File: config.mk
export PLATFORM = sky130hd
export DESIGN_NAME = cmrp_queue
export DESIGN_NICKNAME = d
export VERILOG_FILES = /design/src/rtl/core/cmrp_pkg.sv /design/src/rtl/core/cmrp_queue.sv
export SDC_FILE = /design/constraint.sdc
export NUM_CORES = 1
export LEC_CHECK = 0
export ABC_AREA = 0
export BUFFER_PORTS_ARGS = -buffer_cell sky130_fd_sc_hd__buf_4
export CAP_MARGIN = 20
export CELL_PAD_IN_SITES_DETAIL_PLACEMENT = 1
export CELL_PAD_IN_SITES_GLOBAL_PLACEMENT = 2
export CORE_ASPECT_RATIO = 1.2
export CORE_MARGIN = 5
export CORE_UTILIZATION = 38
export CTS_CLUSTER_SIZE = 8
export DETAILED_ROUTE_END_ITERATION = 7
export GPL_ROUTABILITY_DRIVEN = 0
export HOLD_SLACK_MARGIN = 0.12
export PLACE_DENSITY_LB_ADDON = 0.3
export SETUP_SLACK_MARGIN = 0.2
export SLEW_MARGIN = 0
export SYNTH_ARGS = -nofsm -noshare
export SYNTH_HDL_FRONTEND = slang
export SYNTH_SLANG_ARGS = --single-unit
export TNS_END_PERCENT = 100
File: constraint.sdc
create_clock -name clk_i -period 9.3 [get_ports clk_i]
set_input_delay 0 -clock clk_i [delete_from_list [all_inputs] [get_ports clk_i]]
set_output_delay 0 -clock clk_i [all_outputs]
set_load 0.005 [all_outputs]
File: src/rtl/core/cmrp_pkg.sv
// Shared types and constants for the Catmull-Rom path evaluator.
// Used by cmrp_front, cmrp_queue, cmrp_back and the top level.
package cmrp_pkg;

  localparam int MAX_POINTS = 256;
  localparam int ADDR_W     = $clog2(MAX_POINTS);
  localparam int CNT_W      = 9;
  localparam int COORD_W    = 32;
  localparam int FRAC_W     = 24;
  localparam int T_W        = FRAC_W + 1;

  typedef enum logic [1:0] {
    CMD_ADD   = 2'd0,
    CMD_CLEAR = 2'd1,
    CMD_EVAL  = 2'd2,
    CMD_NONE  = 2'd3
  } cmd_e;

  // what the back end does with a queued beat
  typedef enum logic [1:0] {
    OP_STORE = 2'd0,
    OP_PASS  = 2'd1,
    OP_EVAL  = 2'd2
  } op_e;

  typedef enum logic [2:0] {
    B_IDLE = 3'd0,
    B_READ = 3'd1,
    B_INIT = 3'd2,
    B_MUL  = 3'd3,
    B_ACC  = 3'd4,
    B_FIN  = 3'd5
  } bst_e;

  typedef struct packed {
    op_e                          op;
    logic [COORD_W-1:0]           x;
    logic [COORD_W-1:0]           y;
    logic [COORD_W-1:0]           z;
    logic [3:0][ADDR_W-1:0]       idx;
    logic [T_W-1:0]               frac;
    logic [CNT_W-1:0]             count;
    logic                         status;
  } entry_t;

endpackage

File: src/rtl/core/cmrp_queue.sv
// Two-entry queue between front and back end.
// Depends on cmrp_pkg for the entry type.
module cmrp_queue (
  input  logic              clk_i,
  input  logic              rst_ni,
  input  logic              push_i,
  input  cmrp_pkg::entry_t  push_entry_i,
  output logic              full_o,
  input  logic              pop_i,
  output cmrp_pkg::entry_t  pop_entry_o,
  output logic              empty_o
);

  cmrp_pkg::entry_t mem_q [2];
  logic             wr_ptr_q, rd_ptr_q;
  logic [1:0]       fill_q;

  assign full_o      = fill_q == 2'd2;
  assign empty_o     = fill_q == 2'd0;
  assign pop_entry_o = mem_q[rd_ptr_q];

  always_ff @(posedge clk_i) begin
    if (push_i) begin
      mem_q[wr_ptr_q] <= push_entry_i;
    end
  end

  always_ff @(posedge clk_i or negedge rst_ni) begin
    if (!rst_ni) begin
      wr_ptr_q <= 1'b0;
      rd_ptr_q <= 1'b0;
      fill_q   <= '0;
    end else begin
      if (push_i) begin
        wr_ptr_q <= ~wr_ptr_q;
      end
      if (pop_i) begin
        rd_ptr_q <= ~rd_ptr_q;
      end
      fill_q <= fill_q + {1'b0, push_i} - {1'b0, pop_i};
    end
  end

endmodule

==> metrics.md, run 1 <==
| Metric | Value |
|---|---|
| Final net count | 1242 |
| Avg Inst Size Synth | 23.0 um^2 |
| Worst skew pair latency | 0.54 ns |
| Post-synth cell types | 13 |
| Share of the synthesized area in the top cell type | 81.6% |
| Htree depth | 2 |
| Final setup viols | 0 |
| Hold-fix buffers, CTS | 169 |
| Sequential share of the synthesized area | 82.4% |
| Setup Skew | 0.0108 ns |
| Worst r2r path cells | 2 |
| Reg-to-Reg End | mem_q[0][25] |
| Worst Setup SP | rd_ptr_q |
| DRC | 0 |
| CTS Buffer Depth | 3 |
| Warnings from Yosys | 0 |
| Area leader, netlist | edfxtp_1 |
| Peak supply drop | 0.000173 V |
| Worst path most repeated cell | buf_4 |
| Pin count of the biggest net entering global routing | 80 |
| WL/cell | 20.5 um |
| Fin crit share | 29.4% |
| Critical Path Start Type | flop |
| Post-Syn Nets | 699 |
| Cell Chain, Critical Path | buf_4 > mux2_2 > buf_4 |
| CP Class | flop to primary output |
| Crit path DAT | 2.74 ns |
| Reg2reg setup slack | 7.19 ns |
| Maxcap violations | 0 |
| Pins Over Slew Limit | 0 |
| DP Wirelength | 18300 um |
| Vias in the first global route | 7914 |
| Post-CTS setup buffer count | 0 |
| Row count | 71 |
| Critical Path End | pop_entry_o[114] |
| RSZ-0062 raised after global routing | no |
| GR Overflow Total | 0 |
| Post-layout util | 57.5% |
| Area Overhead vs Synth | 49.0% |
| TritonCTS Buffers | 47 |
| Worst Path Required | 9.30 ns |
| Die Ht | 206 um |
| Vias per cell | 4.70 |
| TritonRoute pass-1 iters | 4 |
| Final setup TNS | 0 ns |
| Root buffer cell | clkbuf_16 |
| Design area | 0.0181 mm^2 |
| Routed Wire Length | 30600 um |
| Input/output buffers | 335 |
| Resized Gates After CTS | 0 |
| PwrDens | 281 mW/mm^2 |
| CTS clk-pin slew, worst paths | 0.05 ns |
| Hold path depth | 2 |
| Commonest non-fill, non-tap cell in the layout | buf_4 |
| Maximum fanout along the worst path | 75 |
| Worst-Margin Slew | 1.08 ns |
| CTS tree | yes |
| Synthesized instance count | 528 |
| First-pass GRT wire length | 45900 um |
| Hold WC Path Type | input port to flop |
| CTS Sinks | 334 |
| Most frequent cells in the layout | 341 x buf_4, 330 x edfxtp_1, 169 x dlygate4sd3_1, 165 x mux2_2, 49 x clkbuf_16 |
| Die area | 0.0357 mm^2 |
| Die W | 173 um |
| CP Capture Type | primary output |
| Synth top area cells | edfxtp_1 82%, mux2_2 15%, buf_6 1.3% |
| Leakage | 0.00685 uW |
| Initial Utilization | 38.6% |
| Reg-to-Reg Start | wr_ptr_q |
| DR vias | 7026 |
| Crit-path max cell delay | 0.84 ns |
| Initial DRC Count | 283 |
| Achievable frequency | 366 MHz |
| Ports | 336 |
| Worst path slowest cell | buf_4 |
| Status | completed |
| Worst rel slew slack | 28.2% |
| Post-Syn Area | 0.0121 mm^2 |
| Layout cell share with drive strength beyond 1 | 51.3% |
| Final hold vios | 0 |
| Initial antenna violation count | 1 |
| ANT nets after route | 0 |
| Flops & latches, synth | 334 |
| Final period demand of the worst path | 2.74 ns |
| Area post-placement | 0.0151 mm^2 |
| All-Layer GR Usage | 16.7% |
| CORE AREA | 0.0314 mm^2 |
## flip-flops by register name, indices dropped and copies added (netlist names)
signal,cells
fill_q,2
rd_ptr_q,1
mem_q,330
wr_ptr_q,1
## report_power, final
| part | switching (uW) | internal (uW) |
|---|---|---|
| registers | 85.1 | 2000 |
| logic | 657 | 808 |
| clock network | 580 | 947 |
## kinds of logic after synthesis
group,Yosys count,synth area share [%]
DFF,334,82.4
and+or+nand+nor,4,0.185
adders and majority gates,2,0.206
xor gates and xnor gates,3,0.340
buffers and inverters,20,1.57
muxes,165,15.3
## synthesized netlist by cell type (all sizes together)
cell and number:
nor2b 2, buf 18, xor3 1, edfxtp 330, xor2 2, inv 2
mux2 165, nor2 1, ha 2, dfrtp 4, and2 1
## layer usage
metal	vias up	GRT usage, %	wire (um)
met5	-	0	0
met4	0	6.99	1120
met3	61	5.12	2000
met2	243	30.9	16600
met1	3535	17.7	10900
li1	3187	-	-
## worst min path at each step
stage,end,startpoint,slack [ns]
global placement,wr_ptr_q,rst_ni,-0.20
finish,mem_q[0][132],push_entry_i[132],0.19
global route,mem_q[1][132],push_entry_i[132],0.17
CTS,mem_q[0][76],push_entry_i[76],0.15
floorplan,fill_q[0],rst_ni,-0.30
detailed placement,wr_ptr_q,rst_ni,-0.20
## stage by stage
step                      hold WS (ns)  power, uW  std cells  worst slack, ns
final                            0.191       5080       1494             6.56
after global placement          -0.200       3510       1252             6.93
after floorplan                 -0.296       2880        528            0.905
after detailed placement        -0.199       3530       1253             6.91
after global routing             0.165       5330       1494             6.46
after CTS                        0.153       5140       1492             6.48
## worst max-delay path, delay by kind of cell (launching register included)
family	cells	cell delay, ns
DFF	1	0.66
muxes	1	0.43
buffers and inverters	2	0.98
## area by class of cell
type / count / area, um^2
Antenna cell: 1 / 2.50
Inverter: 2 / 7.51
Clock inverter: 1 / 3.75
Sequential cell: 334 / 10000
Multi-Input combinational cell: 174 / 1960
Fill cell: 2840 / 13400
Clock buffer: 69 / 1300
Tap cell: 401 / 502
Timing Repair Buffer: 512 / 4310
Power figures use the tool's default switching activity.
==> run 2, diff against run 1 <==
--- a/config.mk
+++ b/config.mk
@@ -12,7 +12,7 @@
 export CELL_PAD_IN_SITES_GLOBAL_PLACEMENT = 2
 export CORE_ASPECT_RATIO = 1.2
 export CORE_MARGIN = 5
-export CORE_UTILIZATION = 38
+export CORE_UTILIZATION = 34
 export CTS_CLUSTER_SIZE = 8
 export DETAILED_ROUTE_END_ITERATION = 7
 export GPL_ROUTABILITY_DRIVEN = 0
==> constraint.sdc (replaced) <==
create_clock -name clk_i -period 2.48 [get_ports clk_i]
set_input_delay 0 -clock clk_i [delete_from_list [all_inputs] [get_ports clk_i]]
set_output_delay 0 -clock clk_i [all_outputs]
set_load 0.005 [all_outputs]
==> run 2 against run 1 <==
Net effect:
- sequential share of layout area fell by 0.40 points
- core utilization fell by 5.6 points
- sequential power rose to 3.7 times the previous value
- power rose to 3.7 times the previous value
- die area rose by 11%
- wire length rose by 1.7%
- clock skew fell by 0.0047 ns
- first-iteration DRC count rose by 14%
- critical path type unchanged
- critical endpoint is now pop_entry_o[62]
- highest routed layer is now met5
==> metrics.md, run 2 (synthesized netlist as in run 1, its figures left out) <==
| Metric | Value |
|---|---|
| Worst-Margin Slew | 0.465 ns (-0.612 ns) |
| Post-CTS setup buffer count | 0 (unchanged) |
| TritonRoute pass-1 iters | 4 (unchanged) |
| Htree depth | 2 (unchanged) |
| Worst skew pair latency | 0.52 ns (-0.02 ns) |
| Die area | 0.0396 mm^2 (+11%) |
| Reg-to-Reg Start | wr_ptr_q |
| Pins Over Slew Limit | 0 (unchanged) |
| Row count | 75 (+5.6%) |
| Top reg by flops | mem_q |
| CTS clk-pin slew, worst paths | 0.05 ns (about the same) |
| Maximum fanout along the worst path | 33 (-56%) |
| CP Class | flop to primary output |
| DRC | 0 (unchanged) |
| Fin crit share | 85.2% |
| ANT nets after route | 0 (unchanged) |
| Pin count of the biggest net entering global routing | 66 (-18%) |
| Hold WC Path Type | input port to flop |
| P_sw | 4920 uW (+270%) |
| Resized Gates After CTS | 0 (unchanged) |
| RSZ-0062 raised after global routing | no |
| Vias per cell | 4.49 (-4.4%) |
| Post-layout util | 51.9% (-5.6 points) |
| Final net count | 1246 (+0.32%) |
| Worst rel slew slack | 69.0% (+41 points) |
| CTS Sinks | 334 (unchanged) |
| PwrDens | 1040 mW/mm^2 (+270%) |
| Die W | 183 um (+5.4%) |
| Setup Skew | 0.00607 ns (-0.00470 ns) |
| Status | completed |
| Final period demand of the worst path | 2.11 ns |
| CTS tree | yes |
| CORE AREA | 0.0351 mm^2 (+12%) |
| CTS Buffer Depth | 3 (unchanged) |
| WL/cell | 20.1 um (-1.9%) |
| Power Total | 19000 uW (+270%) |
| Post-route non-filler standard cell count | 1550 (+3.7%) |
| Sw frac | 25.8% (-0.19 points) |
| Commonest non-fill, non-tap cell in the layout | buf_4 |
| Ports | 336 (unchanged) |
| DR vias | 6966 (-0.85%) |
| Cells after DPL | 1319 (+5.3%) |
| Final hold vios | 0 (unchanged) |
| Clk pwr share | 29.5% (-0.6 points) |
| Input/output buffers | 335 (unchanged) |
| Maxcap violations | 0 (unchanged) |
| Peak supply drop | 0.000700 V (+310%) |
| Critical Path Start Type | flop |
| Most frequent cells in the layout | 339 x buf_4, 330 x edfxtp_1, 169 x dlygate4sd3_1, 165 x mux2_2, 49 x clkbuf_16 |
| TritonCTS Buffers | 47 (unchanged) |
| First-pass GRT wire length | 46200 um (+0.66%) |
| Worst slack at placement | 0.859 ns (-6.05 ns) |
| Root buffer cell | clkbuf_16 |
| Vias in the first global route | 8102 (+2.4%) |
| Area Overhead vs Synth | 50.1% |
| Final setup viols | 0 (unchanged) |
| Internal power | 14100 uW (+280%) |
| Flop pwr share | 41.1% (about the same) |
| DP Wirelength | 20100 um (+9.8%) |
| Worst setup margin | 0.366 ns (-6.20 ns) |
| Layout cell share with drive strength beyond 1 | 51.9% (+0.60 points) |
| Min-delay src | push_entry_i[76] |
| Initial DRC Count | 322 (+14%) |
| Largest regs | mem_q (330), fill_q (2) |
| Crit path DAT | 2.11 ns (-0.63 ns) |
| CP Capture Type | primary output |
| Worst Setup SP | rd_ptr_q |
| Initial antenna violation count | 2 (+1) |
| Worst Path Required | 2.48 ns (-6.82 ns) |
| Max FFs per register | 330 (unchanged) |
| GR Overflow Total | 0 (unchanged) |
| All-Layer GR Usage | 15.1% (-1.6 points) |
| Fill cells | 3263 (+15%) |
| Initial Utilization | 34.6% (-4.0 points) |
| Achievable frequency | 473 MHz |
| Routed Wire Length | 31200 um (+1.7%) |
| Leakage | 0.00688 uW (+0.38%) |
| Die Ht | 217 um (+5.4%) |
| Combinational power share | 29.5% (+0.7 points) |
==> run 2: changes by cell type in the layout (fill, tap and decap cells not counted), sizes merged <==
| cell | change |
|---|---|
| clkinv | -1 |
| buf | +4 |
| clkbuf | -8 |
==> run 2: through the flow <==
| stage | cell area [um^2] | hold slack, ns | setup TNS [ns] |
|---|---|---|---|
| 4_1_cts | 18200 | 0.159 | 0 |
| 2_1_floorplan | 12200 | -0.296 | -204.94 |
| 3_3_place_gp | 15300 | -0.187 | 0 |
| 3_5_place_dp | 15300 | -0.187 | 0 |
| 5_1_grt | 18200 | 0.177 | 0 |
| 6_report | 18200 | 0.199 | 0 |
==> run 2: worst paths after layout <==
check                                       end  slack (ns)  cells after the start
max in group asynchronous              rd_ptr_q        1.80                      3
worst max register to register    mem_q[1][116]        0.87                      2
worst max-delay path            pop_entry_o[62]        0.37                      3
worst min register to register         wr_ptr_q        0.55                      1
min in group asynchronous              wr_ptr_q        0.45                      3
worst min-delay path               mem_q[0][76]        0.20                      2
==> run 2: routing by layer <==
metal / wire length, um / vias to the layer above / track usage (%)
met5: 13 / - / 0
met4: 1100 / 2 / 6.18
met3: 2260 / 59 / 4.69
met2: 16900 / 253 / 27.7
met1: 10900 / 3466 / 16.0
li1: - / 3186 / -
==> run 2: timing repair <==
action                                  CTS  global route
endpoints found under the setup margin    0             0
endpoints found under the hold margin   341             0
hold buffers                            169             0
==> run 2: power by group through the flow <==
stage	registers (uW)	clock network, uW	logic (uW)
2_1_floorplan	7840	0	2790
3_3_place_gp	7870	0	5450
3_5_place_dp	7930	0	5470
4_1_cts	7830	5800	5740
5_1_grt	7880	6120	6020
6_report	7820	5610	5610
==> run 2: critical path, cell delays in order, from the launching register on <==
cell and delay [ns]:
dfrtp_4 0.59, buf_4 0.43, mux2_2 0.39, buf_4 0.14
==> run 2: cell type report <==
type | instances | area [um^2] | area share, %
inverters | 2 | 7.51 | 0.0412
repair buffers | 516 | 4400 | 24.1
well taps | 462 | 578 | 3.17
flip-flops and latches | 334 | 10000 | 54.9
clock buffers | 61 | 1270 | 6.97
diodes | 1 | 2.50 | 0.0137
multi-input cells | 174 | 1960 | 10.7
