`config.mk`:
```
export PLATFORM = sky130hd
export DESIGN_NAME = cmrp_front
export DESIGN_NICKNAME = d
export VERILOG_FILES = /design/src/rtl/core/cmrp_pkg.sv /design/src/rtl/core/cmrp_front.sv
export SDC_FILE = /design/constraint.sdc
export NUM_CORES = 1
export LEC_CHECK = 0
export BUFFER_PORTS_ARGS = -buffer_cell sky130_fd_sc_hd__buf_4
export CORE_ASPECT_RATIO = 0.75
export CORE_MARGIN = 2
export CORE_UTILIZATION = 37
export DETAILED_ROUTE_END_ITERATION = 7
export PLACE_DENSITY = 0.68
export SYNTH_ARGS = -nofsm -noshare
export SYNTH_HDL_FRONTEND = slang
export SYNTH_SLANG_ARGS = --single-unit
```
`constraint.sdc`:
```
create_clock -name clk_i -period 13 [get_ports clk_i]
set_input_delay 0.65 -clock clk_i [delete_from_list [all_inputs] [get_ports clk_i]]
set_output_delay 0.65 -clock clk_i [all_outputs]
set_load 0.05 [all_outputs]
```
`src/rtl/core/cmrp_pkg.sv`:
```
// Shared types and constants for the Catmull-Rom path evaluator.
// Used by cmrp_front, cmrp_queue, cmrp_back and the top level.
package cmrp_pkg;

  localparam int MAX_POINTS = 256;
  localparam int ADDR_W     = $clog2(MAX_POINTS);
  localparam int CNT_W      = 9;
  localparam int COORD_W    = 32;
  localparam int FRAC_W     = 24;
  localparam int T_W        = FRAC_W + 1;

  typedef enum logic [1:0] {
    CMD_ADD   = 2'd0,
    CMD_CLEAR = 2'd1,
    CMD_EVAL  = 2'd2,
    CMD_NONE  = 2'd3
  } cmd_e;

  // what the back end does with a queued beat
  typedef enum logic [1:0] {
    OP_STORE = 2'd0,
    OP_PASS  = 2'd1,
    OP_EVAL  = 2'd2
  } op_e;

  typedef enum logic [2:0] {
    B_IDLE = 3'd0,
    B_READ = 3'd1,
    B_INIT = 3'd2,
    B_MUL  = 3'd3,
    B_ACC  = 3'd4,
    B_FIN  = 3'd5
  } bst_e;

  typedef struct packed {
    op_e                          op;
    logic [COORD_W-1:0]           x;
    logic [COORD_W-1:0]           y;
    logic [COORD_W-1:0]           z;
    logic [3:0][ADDR_W-1:0]       idx;
    logic [T_W-1:0]               frac;
    logic [CNT_W-1:0]             count;
    logic                         status;
  } entry_t;

endpackage

```
`src/rtl/core/cmrp_front.sv`:
```
// Front end: accepts command beats, keeps the point count and loop flag,
// maps t onto a segment and its four neighbor indices. Depends on cmrp_pkg.
module cmrp_front (
  input  logic                          clk_i,
  input  logic                          rst_ni,
  input  logic                          in_valid_i,
  output logic                          in_stall_o,
  input  logic [1:0]                    command_i,
  input  logic signed [31:0]            point_x_i,
  input  logic signed [31:0]            point_y_i,
  input  logic signed [31:0]            point_z_i,
  input  logic signed [31:0]            param_t_i,
  input  logic                          cfg_we_i,
  input  logic                          cfg_wdata_i,
  input  logic                          full_i,
  output logic                          push_o,
  output cmrp_pkg::entry_t              push_entry_o
);

  localparam logic [cmrp_pkg::T_W-1:0] OneT = cmrp_pkg::T_W'(1) << cmrp_pkg::FRAC_W;

  logic                          loop_q;
  logic [cmrp_pkg::CNT_W-1:0]    count_q, count_d;
  logic                          accept;
  logic [cmrp_pkg::T_W-1:0]      u;
  logic [cmrp_pkg::CNT_W-1:0]    segs;
  logic [33:0]                   q;
  logic [9:0]                    seg;
  logic [cmrp_pkg::T_W-1:0]      loc;
  logic signed [11:0]            sidx [4];
  logic signed [11:0]            widx [4];
  logic signed [11:0]            nn;
  cmrp_pkg::entry_t              ent;

  assign accept     = in_valid_i & ~full_i;
  assign in_stall_o = full_i;
  assign push_o     = accept;
  assign push_entry_o = ent;

  always_comb begin
    if (loop_q) begin
      u = {1'b0, param_t_i[cmrp_pkg::FRAC_W-1:0]};
    end else if (param_t_i[31]) begin
      u = '0;
    end else if (param_t_i > 32'sd16777216) begin
      u = OneT;
    end else begin
      u = param_t_i[cmrp_pkg::T_W-1:0];
    end
    segs = loop_q ? count_q : count_q - 1'b1;
    q    = 34'(u) * 34'(segs);
    seg  = q[33:24];
    loc  = {1'b0, q[cmrp_pkg::FRAC_W-1:0]};
    if (seg >= {1'b0, segs}) begin
      if (loop_q) begin
        seg = '0;
        loc = '0;
      end else begin
        seg = {1'b0, segs - 1'b1};
        loc = OneT;
      end
    end
    nn = $signed({3'b000, count_q});
    for (int k = 0; k < 4; k++) begin
      sidx[k] = $signed({2'b00, seg}) + 12'(k) - 12'sd1;
      if (loop_q) begin
        if (sidx[k] < 0) begin
          widx[k] = sidx[k] + nn;
        end else if (sidx[k] >= nn) begin
          widx[k] = sidx[k] - nn;
        end else begin
          widx[k] = sidx[k];
        end
      end else begin
        if (sidx[k] < 0) begin
          widx[k] = '0;
        end else if (sidx[k] >= nn) begin
          widx[k] = nn - 12'sd1;
        end else begin
          widx[k] = sidx[k];
        end
      end
    end
  end

  always_comb begin
    count_d    = count_q;
    ent.op     = cmrp_pkg::OP_PASS;
    ent.x      = point_x_i;
    ent.y      = point_y_i;
    ent.z      = point_z_i;
    ent.frac   = loc;
    ent.status = 1'b0;
    for (int k = 0; k < 4; k++) begin
      ent.idx[k] = widx[k][cmrp_pkg::ADDR_W-1:0];
    end
    case (cmrp_pkg::cmd_e'(command_i))
      cmrp_pkg::CMD_ADD: begin
        if (count_q == cmrp_pkg::CNT_W'(cmrp_pkg::MAX_POINTS)) begin
          ent.status = 1'b1;
        end else begin
          ent.op     = cmrp_pkg::OP_STORE;
          ent.idx[0] = count_q[cmrp_pkg::ADDR_W-1:0];
          count_d    = count_q + 1'b1;
        end
      end
      cmrp_pkg::CMD_CLEAR: begin
        count_d = '0;
      end
      cmrp_pkg::CMD_EVAL: begin
        if (count_q == '0) begin
          ent.op = cmrp_pkg::OP_PASS;
        end else if (count_q == cmrp_pkg::CNT_W'(1)) begin
          // single point: every neighbor is point zero
          ent.op   = cmrp_pkg::OP_EVAL;
          ent.idx  = '0;
          ent.frac = '0;
        end else begin
          ent.op = cmrp_pkg::OP_EVAL;
        end
      end
      default: begin
        ent.op = cmrp_pkg::OP_PASS;
      end
    endcase
    ent.count = count_d;
  end

  always_ff @(posedge clk_i or negedge rst_ni) begin
    if (!rst_ni) begin
      count_q <= '0;
      loop_q  <= 1'b0;
    end else begin
      if (accept) begin
        count_q <= count_d;
      end
      if (cfg_we_i) begin
        loop_q <= cfg_wdata_i;
      end
    end
  end

endmodule

```
==> key figures, run 1 <==
Detailed routing
  • First-pass detailed-route iteration total: 5
  • Post-route antenna net violation count: 0
  • Routed WL: 39600 µm
  • Vias post-DR: around 12k
  • Drt wl/cell: about 19 µm
  • Initial drt markers: 961
  • DRC: 0
  • Via density: between 5 and 6

CTS
  • Root buffer cell: clkbuf_16
  • CTS Hold Bufs: 0
  • Worst-Skew Late Latency: about 230 ps
  • CTS Buf Count: 3
  • Worst-path clk slew: roughly 40 ps
  • CTS tree: yes
  • Clk buf depth: 2
  • CTS HTree Levels: 1
  • Clock sinks: 10

Final layout
  • Synth-to-Final Area Change: 7.036%
  • Commonest non-fill, non-tap cells in the layout: inv_1, fa_1, buf_4
  • Diodes inserted: 0
  • Final instance area: between 10000 and 15000 µm²
  • Commonest non-fill, non-tap cell in the layout: inv_1
  • Share of layout cells above drive strength 1: 0.1310
  • Final net count: 2079

Critical path
  • Critical Path Most Common Cell: inv_1
  • Critical path required time: around 12000 ps
  • RR Endpoint: count_q[0]
  • Critical Path End Type: output port
  • CP Data Arrival Time: around 12000 ps
  • Worst-path maximum fanout: 19
  • Crit Path Category: primary input to output port
  • Critical Path Max Stage Delay: ~580 ps
  • CP max-delay cell: fa_1
  • Cell family with most CP delay: compound AO/OA/AOI/OAI gates
  • Reg-to-reg startpoint: count_q[6]
  • Flop-to-flop setup slack: around 10000 ps
  • CP bufs+invs: 9
  • Worst reg-to-reg path cell count: 6
  • Critical path launch point type: primary input

Global route
  • Tot GR Track Use: 0.2230
  • Vias in the first global route: approximately 12k
  • Total grt overflow: 0
  • Initial antenna violation count: 0
  • First-pass GRT wire length: about 64000 µm
  • Largest net degree at the start of global routing: 44

Synth
  • Syn Nets: approximately 2.1k
  • Synth top area cells: fa_1, ha_1, inv_1, and2_1, buf_4
  • Synth top area share: 0.2611
  • Seq/Total Area, Yosys: 0.01955
  • Dominant synthesized flop cell: dfrtp_1
  • Synthesized area: ~13000 µm²
  • YS warnings: 0
  • Syn avg cell area: 7.643 µm²
  • Cells after Synth: 1675
  • Post-synth EDFFs: 0
  • Async set-or-reset flop fraction in the synthesized netlist: 1.000
  • Yosys top cell by area: fa_1
  • FF+latch count, synth: 10
  • Yosys cell types: just under 90

Timing
  • Setup Total Neg Slack: 0 ps
  • Fmax: ~81 MHz
  • Fin crit share: 0.9507
  • Slew @ Worst Pin: around 1200 ps
  • RSZ-0062 raised after global routing: false
  • Fin. Hold Viols: 0
  • Worst setup skew after layout: approximately 1.6 ps
  • WHS: 235.6 ps
  • Worst slew margin: 0.2084
  • Minimum clock period: 12360 ps
  • Slew Viols, Final: 0
  • Endpoints failing setup: 0
  • Final worst slack: 641.3 ps

Die
  • DIE WIDTH: about 220 µm
  • Initial Utilization: 0.3786
  • Die ar.: around 36000 µm²
  • # rows: 58
  • Core area: 33820 µm²
  • I/O pin cnt: between 300 and 400
  • Die H: approximately 170 µm

Place
  • Port Buffers: 110
  • DP HPWL: between 30000 and 40000 µm
  • Placed Instance Area: 13530 µm²
  • Pre-CTS setup slack: 474.3 ps
  • RePlAce Congestion: between 0.9 and 1

Flow run
  • Max Cap Violations: 0

Min path
  • Worst hold path class: primary input to asynchronous set/reset pin

Run status
  • Status: complete, no violations
-- layer usage --
| layer | global-route usage | wire, µm | vias up |
|---|---|---|---|
| li1 | - | - | 5377 |
| met1 | 0.3330 | 18830 | 5715 |
| met2 | 0.3442 | 17030 | 494 |
| met3 | 0.03919 | 3354 | 33 |
| met4 | 0.02641 | 381 | 0 |
| met5 | 0 | 0 | - |
-- cells by family after synthesis --
group	count (synthesis)	synth area share
flops	10	0.01955
compound gates	299	0.1648
xor+xnor	84	0.05747
fa+ha+maj	278	0.3696
buf+inv	429	0.1558
simple gates	562	0.2220
mux	13	0.01085
-- metrics by stage --
step	std cells	util
floorplan	1675	-
global placement	2109	0.4002
detailed placement	2109	0.4002
CTS	2113	0.4028
global route	2114	0.4052
finish	2114	0.4052
-- worst reg2reg max path: stages, from the launching register on --
cell,delay [ps]
dfrtp_1,530
inv_1,360
and3_1,290
a31oi_1,370
nand2b_1,310
o21ai_0,360
mux2_2,220
-- synthesized netlist by cell type (26+ instances only) --
cell      instances
inv_1           246
fa_1            167
nand2_1         153
and2_1          126
ha_1            111
nor2_1          111
buf_4            97
a21oi_1          70
xnor2_1          68
clkbuf_1         55
o21ai_0          46
a21o_1           29
nor3_1           29
a211oi_1         28
nand3_1          26
-- cell type report --
class | instances | area, µm²
inverters | 250 | 938.4
flip-flops and latches | 10 | 251.5
well taps | 450 | 563.0
repair buffers | 164 | 1239
clock buffers | 4 | 88.84
multi-input cells | 1236 | 10620
fillers | 3500 | 20110
-- sequential cells by signal, indices dropped and copies added (netlist names) --
register,count
count_q,9
loop_q,1
-- repair_timing --
item                       in CTS  in global routing
setup endpoints to repair       0                 27
gates resized for setup         0                 16
setup buffers                   0                  1
-- worst max path at each step --
stage	startpoint	to	slack (ps)	cells past startpoint
6_report	param_t_i[27]	push_entry_o[62]	640	44
5_1_grt	count_q[1]	push_entry_o[57]	40	48
4_1_cts	count_q[6]	push_entry_o[62]	350	43
3_5_place_dp	param_t_i[27]	push_entry_o[62]	470	43
3_3_place_gp	param_t_i[27]	push_entry_o[62]	840	44
2_1_floorplan	count_q[1]	push_entry_o[57]	30	46
Power of run 1 is not shown: default switching activity piles up to over one toggle a cycle in this logic, so the estimate is an artifact.
==> inputs of run 2 (changes only) <==
CORE_UTILIZATION = 40   (was 37)
GPL_ROUTABILITY_DRIVEN = 1   (was default)
PLACE_DENSITY = 0.71   (was 0.68)
==> key figures, run 2 (synthesized netlist as in run 1, its figures left out) <==
Detailed routing
  • Initial drt markers: 1029 (was 961)
  • First-pass detailed-route iteration total: 6 (was 5)
  • Drt wl/cell: 18.72 µm (was 18.73 µm)
  • Post-route antenna net violation count: 0 (unchanged)
  • DRC: 0 (unchanged)
  • Via density: 5.714 (was 5.496)
  • Vias post-DR: 11.82k (was 11.62k)
  • Routed WL: 38720 µm (was 39600 µm)

Final layout
  • Share of layout cells above drive strength 1: 0.1330 (was 0.1310)
  • Commonest non-fill, non-tap cell in the layout: inv_1 (unchanged)
  • Storage cell area: 254.0 µm² (was 251.5 µm²)
  • Commonest non-fill, non-tap cells in the layout: inv_1, fa_1, buf_4 (unchanged)
  • Final net count: 2077 (was 2079)
  • Multi-input logic area: 10640 µm² (was 10620 µm²)
  • Synth-to-Final Area Change: 6.655% (was 7.036%)
  • Max FFs per register: 9 (unchanged)
  • Biggest regs: count_q: 9 flops, loop_q: 1 flops (unchanged)
  • Final instance area: 13650 µm² (was 13700 µm²)
  • Diodes inserted: 0 (unchanged)
  • Fill count: 3154 (was 3500)
  • Biggest register: count_q (unchanged)

Critical path
  • Crit Path Category: register to output port (was primary input to output port)
  • CP Data Arrival Time: 11660 ps (was 11710 ps)
  • Critical Path End Type: output port (unchanged)
  • Critical path required time: 12350 ps (about the same)
  • CP max-delay cell: fa_1 (unchanged)
  • Critical Path Max Stage Delay: 540 ps (was 580 ps)
  • Critical path launch point type: register (was primary input)
  • Worst-path maximum fanout: 11 (was 19)
  • Critical Path Most Common Cell: inv_1 (unchanged)

Place
  • Pre-CTS setup slack: 515.5 ps (was 474.3 ps)
  • RePlAce Congestion: 1.005 (was 0.9938)
  • Port Buffers: 110 (unchanged)
  • DP HPWL: 31710 µm (was 32550 µm)
  • Placed Instance Area: 13420 µm² (was 13530 µm²)

Timing
  • Setup Total Neg Slack: 0 ps (unchanged)
  • Fin crit share: 0.9473 (was 0.9507)
  • Fin. Hold Viols: 0 (unchanged)
  • Worst slew margin: 0.2751 (was 0.2084)
  • RSZ-0062 raised after global routing: false (unchanged)
  • Slew Viols, Final: 0 (unchanged)
  • Worst setup skew after layout: 1.935 ps (was 1.622 ps)
  • Final worst slack: 685.2 ps (was 641.3 ps)
  • Slew @ Worst Pin: 1087 ps (was 1187 ps)
  • Fmax: 81.20 MHz (was 80.91 MHz)
  • Minimum clock period: 12310 ps (was 12360 ps)
  • Endpoints failing setup: 0 (unchanged)

CTS
  • Clk buf depth: 2 (unchanged)
  • Worst-path clk slew: 40 ps (about the same)
  • CTS Buf Count: 3 (unchanged)
  • Worst-Skew Late Latency: 230 ps (about the same)
  • CTS Hold Bufs: 0 (unchanged)
  • CTS tree: yes (unchanged)
  • CTS HTree Levels: 1 (unchanged)
  • Root buffer cell: clkbuf_16 (unchanged)
  • Clock sinks: 10 (unchanged)

Global route
  • Initial antenna violation count: 0 (unchanged)
  • Total grt overflow: 0 (unchanged)
  • Largest net degree at the start of global routing: 44 (unchanged)
  • Vias in the first global route: 11.98k (was 11.68k)
  • First-pass GRT wire length: 63300 µm (was 64450 µm)
  • Tot GR Track Use: 0.2314 (was 0.2230)

Run status
  • Status: complete, no violations (unchanged)

Flow run
  • Max Cap Violations: 0 (unchanged)

Die
  • Initial Utilization: 0.4078 (was 0.3786)
  • # rows: 56 (was 58)
  • Die H: 158.9 µm (was 165.1 µm)
  • I/O pin cnt: 303 (unchanged)
  • Core area: 31390 µm² (was 33820 µm²)
  • DIE WIDTH: 210.6 µm (was 218.8 µm)
  • Die ar.: 33470 µm² (was 36120 µm²)

Min path
  • Worst hold path class: primary input to asynchronous set/reset pin (unchanged)
==> run 2: changes by cell type in the layout (fill, tap and decap cells not counted), moves of 2 or more <==
cell	change
nor2_2	+2
dfrtp_1	-2
nor2_1	-2
buf_4	-3
dfrtp_2	+2
==> run 2: through the flow <==
stage,std cells,util,hold WS (ps)
detailed placement,2057,0.4275,488.6
global route,2068,0.4350,242.4
CTS,2061,0.4300,240.9
floorplan,1675,-,354.4
global placement,2057,0.4275,482.8
finish,2068,0.4350,239.1
==> run 2: worst max-delay path: cells and delay by family (launching register included) <==
family	cells	cell delay [ps]
xor+xnor	2	390
simple gates	10	1940
buf+inv	9	1100
fa+ha+maj	8	3260
compound gates	16	4010
mux	1	180
flops	1	530
==> run 2: final cells by class <==
type / instances / share of cell area
well taps: 406 / 0.03720
inverters: 250 / 0.06900
flip-flops and latches: 10 / 0.01860
repair buffers: 162 / 0.09008
clock buffers: 4 / 0.005773
multi-input cells: 1236 / 0.7794
==> run 2: final timing paths <==
check                      slack, ps  depth (start not counted)               end  startpoint
setup / recovery                 690                         46  push_entry_o[51]  count_q[4]
hold / removal                   240                          1        count_q[7]      rst_ni
setup reg to reg               10560                          6        count_q[0]  count_q[7]
hold reg to reg                  670                          2        count_q[7]  count_q[7]
max in group asynchronous      12600                          1        count_q[2]      rst_ni
min in group clk_i               600                          2            loop_q    cfg_we_i
==> run 2: routing by layer <==
metal | track usage | vias to the layer above | routed length, µm
met3 | 0.04418 | 60 | 3667
met4 | 0.04161 | 0 | 581
met5 | 0 | - | 0
met2 | 0.3578 | 583 | 16960
met1 | 0.3380 | 5816 | 17510
li1 | - | 5357 | -
==> run 2: repair_timing <==
item | in CTS | in global routing
buffers inserted | 0 | 7
gates resized for setup | 0 | 24
setup endpoints to repair | 0 | 25
Power of run 2 is left out for the same reason.
==> inputs of run 3 (changes only) <==
BUFFER_PORTS_ARGS = -buffer_cell sky130_fd_sc_hd__clkbuf_2   (was -buffer_cell sky130_fd_sc_hd__buf_4)
REMOVE_ABC_BUFFERS = 1   (was default)
==> key figures, run 3 (synthesized netlist as in run 1, its figures left out) <==
Final layout
  • Final net count: 2091 (was 2077)
  • Diodes inserted: 0 (unchanged)
  • Biggest register: count_q (unchanged)
  • Commonest non-fill, non-tap cell in the layout: inv_1 (unchanged)
  • Max FFs per register: 9 (unchanged)
  • Final core utilization: 0.4445 (was 0.4350)
  • Final instance area: 13950 µm² (was 13650 µm²)
  • Synth-to-Final Area Change: 8.992% (was 6.655%)
  • Share of layout cells above drive strength 1: 0.1474 (was 0.1330)
  • Biggest regs: count_q: 9 flops, loop_q: 1 flops (unchanged)
  • Commonest non-fill, non-tap cells in the layout: inv_1, fa_1, nand2_1 (was inv_1, fa_1, buf_4)

Critical path
  • Critical Path Most Common Cell: fa_1 (was inv_1)
  • Critical path required time: 12350 ps (about the same)
  • Worst-path maximum fanout: 13 (was 11)
  • Critical Path End Type: output port (unchanged)
  • Crit Path Category: register to output port (unchanged)
  • CP max-delay cell: or4b_2 (was fa_1)
  • Critical path launch point type: register (unchanged)
  • CP Data Arrival Time: 11820 ps (was 11660 ps)
  • Critical Path Max Stage Delay: 680 ps (was 540 ps)

Global route
  • Tot GR Track Use: 0.3040 (was 0.2314)
  • Total grt overflow: 0 (unchanged)
  • Largest net degree at the start of global routing: 41 (was 44)
  • Initial antenna violation count: 1 (was 0)
  • First-pass GRT wire length: 77140 µm (was 63300 µm)
  • Vias in the first global route: 11.98k (unchanged)

Die
  • Die H: 158.9 µm (unchanged)
  • Die ar.: 33470 µm² (unchanged)
  • # rows: 56 (unchanged)
  • Initial Utilization: 0.4078 (unchanged)
  • I/O pin cnt: 303 (unchanged)
  • Core area: 31390 µm² (unchanged)
  • DIE WIDTH: 210.6 µm (unchanged)

Timing
  • Fin crit share: 0.9595 (was 0.9473)
  • Worst slew margin: 0.3320 (was 0.2751)
  • Slew @ Worst Pin: 991.2 ps (was 1087 ps)
  • Endpoints failing setup: 0 (unchanged)
  • WHS: 270.1 ps (was 239.1 ps)
  • Minimum clock period: 12470 ps (was 12310 ps)
  • Fmax: 80.17 MHz (was 81.20 MHz)
  • Slew Viols, Final: 0 (unchanged)
  • Fin. Hold Viols: 0 (unchanged)
  • Worst setup skew after layout: 3.446 ps (was 1.935 ps)

Detailed routing
  • Drt wl/cell: 24.98 µm (was 18.72 µm)
  • First-pass detailed-route iteration total: 6 (unchanged)
  • DRC: 0 (unchanged)
  • Initial drt markers: 1377 (was 1029)
  • Vias post-DR: 12.40k (was 11.82k)
  • Via density: 5.954 (was 5.714)
  • Post-route antenna net violation count: 0 (unchanged)
  • Routed WL: 52000 µm (was 38720 µm)

CTS
  • CTS Buf Count: 3 (unchanged)
  • CTS tree: yes (unchanged)
  • CTS HTree Levels: 1 (unchanged)
  • Worst-Skew Late Latency: 240 ps (was 230 ps)
  • Root buffer cell: clkbuf_16 (unchanged)
  • Clk buf depth: 2 (unchanged)
  • Clock sinks: 10 (unchanged)
  • Worst-path clk slew: 40 ps (about the same)

Run status
  • Status: complete, no violations (unchanged)

Place
  • RePlAce Congestion: 1.002 (was 1.005)
  • DP HPWL: 40660 µm (was 31710 µm)
  • Port Buffers: 110 (unchanged)
  • Placed Instance Area: 13650 µm² (was 13420 µm²)

Min path
  • Worst hold path class: primary input to asynchronous set/reset pin (unchanged)

Flow run
  • Max Cap Violations: 0 (unchanged)
-- run 3: cell types whose count changed in the layout (fill, tap and decap cells not counted), moves of 3 or more --
cell      previous run  this run
buf_4              159        60
nor3_1              29        25
buf_6                2         5
clkbuf_2             0        84
buf_12               0        25
o21ai_0             45        42
nor3_2               0         4
-- run 3: per-layer routing --
| layer | vias up | track usage | wire length, µm |
|---|---|---|---|
| li1 | 5389 | - | - |
| met1 | 6037 | 0.3843 | 19990 |
| met2 | 855 | 0.3987 | 19940 |
| met3 | 103 | 0.2284 | 10400 |
| met4 | 12 | 0.05826 | 1136 |
| met5 | - | 0.1207 | 532 |
-- run 3: stage by stage --
step	worst slack [ps]	std cells	setup TNS, ps
after floorplan	-471.3	1496	-2220
after global placement	634.6	2075	0
after detailed placement	386.0	2075	0
after CTS	200.8	2079	0
after global routing	-50.93	2082	-150.3
final	526.2	2082	0
-- run 3: final cells by class --
cell class / instances / area (µm²)
Clock buffer: 4 / 78.83
Fill cell: 3137 / 17440
Inverter: 250 / 942.2
Multi-Input combinational cell: 1236 / 10730
Sequential cell: 10 / 251.5
Tap cell: 406 / 508.0
Timing Repair Buffer: 176 / 1440
-- run 3: final timing paths --
check                      slack (ps)  cells past startpoint        from               end
max                               530                     42  count_q[2]  push_entry_o[63]
min                               270                      1      rst_ni        count_q[0]
max reg2reg                     10810                      8  count_q[6]        count_q[0]
min reg2reg                       630                      2  count_q[7]        count_q[7]
max in group asynchronous       12500                      1      rst_ni            loop_q
min in group clk_i                610                      2    cfg_we_i            loop_q
-- run 3: critical path: cells and delay by family, from the launching register on --
family	cells	cell delay [ps]
adder cells (fa/ha/maj)	7	2940
multiplexers	1	370
AND/OR/NAND/NOR	10	2910
AO/OA/AOI/OAI	16	3470
buffers and inverters	7	1110
flip-flops	1	410
XOR/XNOR	1	330
-- run 3: timing repair --
| action | 4_1_cts | 5_1_grt |
|---|---|---|
| gates resized for setup | 0 | 45 |
| hold buffers | 0 | 0 |
| endpoints found under the setup margin | 0 | 32 |
| setup buffers | 0 | 2 |
Power of run 3 is left out for the same reason.
